**src/sng_pkg.sv**
```systemverilog
// Shared types and constants for the stereo noise gate.
// Holds formats, reset values, register indexes, sequencer states and commands.
// No dependencies.
`default_nettype none

package sng_pkg;

  // Sample and gain formats
  localparam int SAMPLE_BITS = 24;
  localparam int COEF_BITS   = 16;
  localparam int GAIN_BITS   = 24;
  localparam int GAIN_FRAC   = 23;
  localparam int THR_BITS    = 20;
  localparam int HOLD_BITS   = 16;

  // Configuration port
  localparam int CFG_IDX_BITS  = 3;
  localparam int CFG_DATA_BITS = 20;

  // Shared multiplier: signed operands wide enough for any sample or gain
  localparam int MUL_A_BITS = ((SAMPLE_BITS > GAIN_BITS) ? SAMPLE_BITS : GAIN_BITS) + 1;
  localparam int MUL_B_BITS = GAIN_BITS + 1;
  localparam int PROD_BITS  = MUL_A_BITS + MUL_B_BITS;

  localparam logic [GAIN_BITS-1:0] UNITY    = GAIN_BITS'(1) << GAIN_FRAC;
  localparam logic [GAIN_BITS-1:0] SNAP_LSB = GAIN_BITS'(84);
  // Close threshold factor, about -6 dB in Q0.23
  localparam logic [GAIN_FRAC-1:0] HYST_Q23 = GAIN_FRAC'(4204263);

  // Register reset values
  localparam logic                 RST_ENABLE    = 1'b1;
  localparam logic [THR_BITS-1:0]  RST_THRESHOLD = THR_BITS'(26527);
  localparam logic [HOLD_BITS-1:0] RST_HOLD      = HOLD_BITS'(2400);
  localparam logic [COEF_BITS-1:0] RST_DET_ATT   = COEF_BITS'(60985);
  localparam logic [COEF_BITS-1:0] RST_DET_REL   = COEF_BITS'(65222);
  localparam logic [COEF_BITS-1:0] RST_GATE_ATT  = COEF_BITS'(64367);
  localparam logic [COEF_BITS-1:0] RST_GATE_REL  = COEF_BITS'(65489);
  localparam logic [COEF_BITS-1:0] RST_BYPASS    = COEF_BITS'(65326);

  typedef enum logic [CFG_IDX_BITS-1:0] {
    REG_GATE_ENABLE  = 3'd0,
    REG_OPEN_THR     = 3'd1,
    REG_HOLD_LENGTH  = 3'd2,
    REG_DET_ATTACK   = 3'd3,
    REG_DET_RELEASE  = 3'd4,
    REG_GATE_ATTACK  = 3'd5,
    REG_GATE_RELEASE = 3'd6,
    REG_BYPASS_COEF  = 3'd7
  } sng_reg_e;

  typedef enum logic [3:0] {
    ST_IDLE,
    ST_ENV_MUL,
    ST_ENV_UPD,
    ST_GATE,
    ST_GAIN_MUL,
    ST_GAIN_UPD,
    ST_MIX_UPD,
    ST_APP_MUL,
    ST_APP_UPD,
    ST_LEFT_MUL,
    ST_RIGHT_MUL,
    ST_RIGHT_RND,
    ST_FINISH
  } sng_state_e;

  // Datapath commands, one per cycle
  typedef enum logic [3:0] {
    OP_NONE,
    OP_CAPTURE,
    OP_ENV_MUL,
    OP_ENV_UPD,
    OP_GATE,
    OP_GAIN_MUL,
    OP_GAIN_UPD,
    OP_MIX_UPD,
    OP_APP_MUL,
    OP_APP_UPD,
    OP_LEFT_MUL,
    OP_RIGHT_MUL,
    OP_RIGHT_RND,
    OP_LOAD_OUT
  } sng_op_e;

  typedef struct packed {
    logic out_free;
  } sng_status_t;

endpackage

`default_nettype wire

```
**src/sng_ctrl.sv**
```systemverilog
// Sequencer for the noise gate: walks one item through the shared multiplier.
// Depends on sng_pkg for states, commands and status.
`default_nettype none

module sng_ctrl (
  input  logic                clk_i,
  input  logic                rst_ni,
  input  logic                in_valid_i,
  output logic                in_stall_o,
  input  sng_pkg::sng_status_t status_i,
  output sng_pkg::sng_op_e    op_o
);
  import sng_pkg::*;

  sng_state_e state_q, state_d;

  // Next state
  always_comb begin
    state_d = state_q;
    unique case (state_q)
      ST_IDLE:      if (in_valid_i) state_d = ST_ENV_MUL;
      ST_ENV_MUL:   state_d = ST_ENV_UPD;
      ST_ENV_UPD:   state_d = ST_GATE;
      ST_GATE:      state_d = ST_GAIN_MUL;
      ST_GAIN_MUL:  state_d = ST_GAIN_UPD;
      ST_GAIN_UPD:  state_d = ST_MIX_UPD;
      ST_MIX_UPD:   state_d = ST_APP_MUL;
      ST_APP_MUL:   state_d = ST_APP_UPD;
      ST_APP_UPD:   state_d = ST_LEFT_MUL;
      ST_LEFT_MUL:  state_d = ST_RIGHT_MUL;
      ST_RIGHT_MUL: state_d = ST_RIGHT_RND;
      ST_RIGHT_RND: state_d = ST_FINISH;
      ST_FINISH:    if (status_i.out_free) state_d = ST_IDLE;
      default:      state_d = ST_IDLE;
    endcase
  end

  // Commands to the datapath
  always_comb begin
    op_o       = OP_NONE;
    in_stall_o = (state_q != ST_IDLE);
    unique case (state_q)
      ST_IDLE:      if (in_valid_i) op_o = OP_CAPTURE;
      ST_ENV_MUL:   op_o = OP_ENV_MUL;
      ST_ENV_UPD:   op_o = OP_ENV_UPD;
      ST_GATE:      op_o = OP_GATE;
      ST_GAIN_MUL:  op_o = OP_GAIN_MUL;
      ST_GAIN_UPD:  op_o = OP_GAIN_UPD;
      ST_MIX_UPD:   op_o = OP_MIX_UPD;
      ST_APP_MUL:   op_o = OP_APP_MUL;
      ST_APP_UPD:   op_o = OP_APP_UPD;
      ST_LEFT_MUL:  op_o = OP_LEFT_MUL;
      ST_RIGHT_MUL: op_o = OP_RIGHT_MUL;
      ST_RIGHT_RND: op_o = OP_RIGHT_RND;
      ST_FINISH:    if (status_i.out_free) op_o = OP_LOAD_OUT;
      default:      op_o = OP_NONE;
    endcase
  end

  always_ff @(posedge clk_i or negedge rst_ni) begin
    if (!rst_ni) begin
      state_q <= ST_IDLE;
    end else begin
      state_q <= state_d;
    end
  end

endmodule

`default_nettype wire

```
**config.mk**
```make
export PLATFORM = sky130hd
export DESIGN_NAME = sng_ctrl
export DESIGN_NICKNAME = d
export VERILOG_FILES = /design/src/sng_pkg.sv /design/src/sng_ctrl.sv
export SDC_FILE = /design/constraint.sdc
export NUM_CORES = 1
export LEC_CHECK = 0
export BUFFER_PORTS_ARGS = -buffer_cell sky130_fd_sc_hd__buf_2
export CAP_MARGIN = 0
export CORE_AREA = 2 2 39 41
export CTS_BUF_LIST = sky130_fd_sc_hd__clkbuf_8 sky130_fd_sc_hd__clkbuf_16
export CTS_CLUSTER_SIZE = 30
export DETAILED_ROUTE_END_ITERATION = 10
export DIE_AREA = 0 0 41 43
export GPL_ROUTABILITY_DRIVEN = 0
export PLACE_DENSITY_LB_ADDON = 0.05
export SKIP_LAST_GASP = 1
export SLEW_MARGIN = 20
export SYNTH_ARGS = -nofsm -noshare
export SYNTH_HDL_FRONTEND = slang
export SYNTH_SLANG_ARGS = --single-unit
```
**constraint.sdc**
```tcl
create_clock -name clk_i -period 2.3 [get_ports clk_i]
set_input_delay 0.46 -clock clk_i [delete_from_list [all_inputs] [get_ports clk_i]]
set_output_delay 0.46 -clock clk_i [all_outputs]
set_load 0.01 [all_outputs]
```
==> flow_summary.json <==
{
  "async_reset_ff_share_pct": 100,
  "crit_fanout": 9,
  "tritoncts": "yes",
  "dp_slack_ns": 0.667,
  "drtIter0Drc": 11,
  "final_layout_size_suffix_gt1_share_pct": 32.5,
  "maxCapViolCount": 0,
  "p_leak_uw": 0.000162,
  "min_path_type": "input port to asynchronous set/reset pin",
  "syn_to_final_growth_pct": 29.0,
  "nets": 46,
  "grt_most_used_layer": "met2",
  "grt_use_met2_pct": 12.5,
  "drtAntennaViolNets": 0,
  "drv_slew": 0,
  "ys_ff_latch": 4,
  "reg2reg_slack_ns": 1.13,
  "vias_per_cell": 4.70,
  "grt_overflow_total": 0,
  "grt_max_degree": 11,
  "grt_setup_unrepaired": "false",
  "clk_latency_ns": 0.22,
  "ff2ff_path_depth": 2,
  "endpoint_kind": "output port",
  "yosysSeqAreaShare_pct": 36.2,
  "met1_usage_pct": 11.9,
  "start_kind": "flip-flop",
  "final_hold_viol_count": 0,
  "synth_commonest_cells": "a21oi_1, dfrtp_1, nand2_1",
  "tightest_slew_ns": 0.390,
  "holdBufCountCts": 0,
  "regMostFlops": "state_q",
  "cts_buffers": 3,
  "h-tree-depth": 1,
  "clock_sinks": 4,
  "wl_per_cell_um": 12.2,
  "syn_nets": 36,
  "core_region_area_mm2": 0.00138,
  "critPathSlowestCell": "o41ai_1",
  "cp.arrival_ns": 1.40,
  "fin_ws_ns": 0.435,
  "num_vias": 263,
  "grt_pass1_vias": 263,
  "powerDensity_mw_per_mm2": 1720,
  "ir_drop_uv": 506,
  "grt_use_met3_pct": 5.76,
  "num_rows": 14,
  "max_freq_mhz": 536,
  "io_pins": 9,
  "die_w_um": 41,
  "largestRegisters": "state_q (4)",
  "synth_edf_count": 0,
  "portBuffers": 8,
  "track_usage_pct": 10.1,
  "root_buffer": "clkbuf_8",
  "fin_crit_sh_pct": 81.1,
  "grt_pass1_wl_mm": 1.15,
  "die-area_mm2": 0.00176,
  "synth.distinct_cells": 19,
  "crit_type": "flip-flop to output port",
  "wl_um": 685,
  "synth_top_area_cell": "dfrtp_1",
  "synth_area_per_cell_um2": 8.64,
  "synthFlopType": "dfrtp_1",
  "clock_skew_ns": 0.00314,
  "drt_first_pass_iters": 4,
  "ys_warn_count": 0,
  "grt_antenna_before_repair": 0,
  "initial_core_util_pct": 20.0,
  "yosysTopAreaCellShare_pct": 36.2,
  "diodes": 0,
  "post_cts_resized": 0,
  "setup_tns_ns": 0,
  "largest_reg_flops": 4,
  "critical_path.max_stage_delay_ns": 0.49,
  "post-cts-setup-buffers": 0,
  "max_slew_margin_pct": 73.7,
  "crit_chain": "o41ai_1, a31oi_1, buf_2",
  "finalSetupViolCount": 0,
  "finalCriticalPeriod_ns": 1.86,
  "outcome": "finished clean",
  "worstPathRequired_ns": 1.84,
  "netlist_area_um2": 277,
  "post-route-drc-count": 0,
  "path_clk_slew_ns": 0.03,
  "netlist_instances": 32,
  "clock_path_buffers": 2,
  "die_h_um": 43,
  "synthTopCellsByArea": "dfrtp_1, a21oi_1, a31oi_1"
}
-- per-layer routing --
| layer | share of wire, % | routed length, um |
|---|---|---|
| met1 | 44 | 304 |
| met2 | 43 | 297 |
| met3 | 10 | 70 |
| met4 | 1.9 | 13 |
| met5 | 0 | 0 |
-- worst paths after layout --
path	from	end
hold reg to reg	state_q[2]$_DFFE_PN0P_	state_q[1]$_DFFE_PN0P_
setup / recovery	state_q[1]$_DFFE_PN0P_	op_o[0]
hold / removal	rst_ni	state_q[3]$_DFFE_PN0P_
max in group asynchronous	rst_ni	state_q[0]$_DFFE_PN0P_
setup reg to reg	state_q[1]$_DFFE_PN0P_	state_q[0]$_DFFE_PN0P_
min in group clk_i	in_valid_i	state_q[0]$_DFFE_PN0P_
-- power breakdown --
| group | leakage [uW] | switching [uW] | internal, uW |
|---|---|---|---|
| Combinational | 0.0000911 | 139 | 137 |
| Clock | 0.0000216 | 37.8 | 112 |
| Sequential | 0.0000490 | 82.3 | 106 |
| Total | 0.000162 | 259 | 355 |
-- per-stage QoR --
stage          instance area, um^2  total power (uW)  hold slack [ns]  instances  utilization, %
2_1_floorplan                  277               393            0.164         32               -
3_3_place_gp                   315               477            0.267         53            22.8
3_5_place_dp                   315               469            0.268         53            22.8
4_1_cts                        357               622           0.0361         56            25.8
5_1_grt                        357               672           0.0413         56            25.8
6_report                       357               614           0.0382         56            25.8
-- cell type report --
cell class                 count  area (um^2)
fill                         152         1030
tap                           16         20.0
multi-input combinational     22          140
sequential                     4          100
inverter                       2         7.51
timing repair buffer           9         47.5
clock buffer                   3         41.3
-- cell families after synthesis --
logic type             count (synthesis)  synth area share (%)
AO/OA/AOI/OAI                         12                  26.7
AND/OR/NAND/NOR                        9                  20.8
flip-flops                             4                  36.2
XOR/XNOR                               1                  3.17
buffers and inverters                  6                  13.1
-- critical path: cells and delay by family, from the launching register on --
kind,cells,cell delay (ns)
AOI/OAI and AO/OA,2,0.56
DFF,1,0.47
buffers and inverters,1,0.16
-- placed cells by master, fill, tap and decap left out, types with 2 or more instances in the layout --
| cell type | n |
|---|---|
| inv_1 | 2 |
| dfrtp_1 | 4 |
| clkbuf_8 | 3 |
| a21oi_1 | 4 |
| nand2b_1 | 2 |
| a31oi_1 | 2 |
| o21ai_0 | 2 |
| buf_2 | 8 |
| nand2_1 | 3 |
Note: power is estimated with default switching activity, not from simulation.
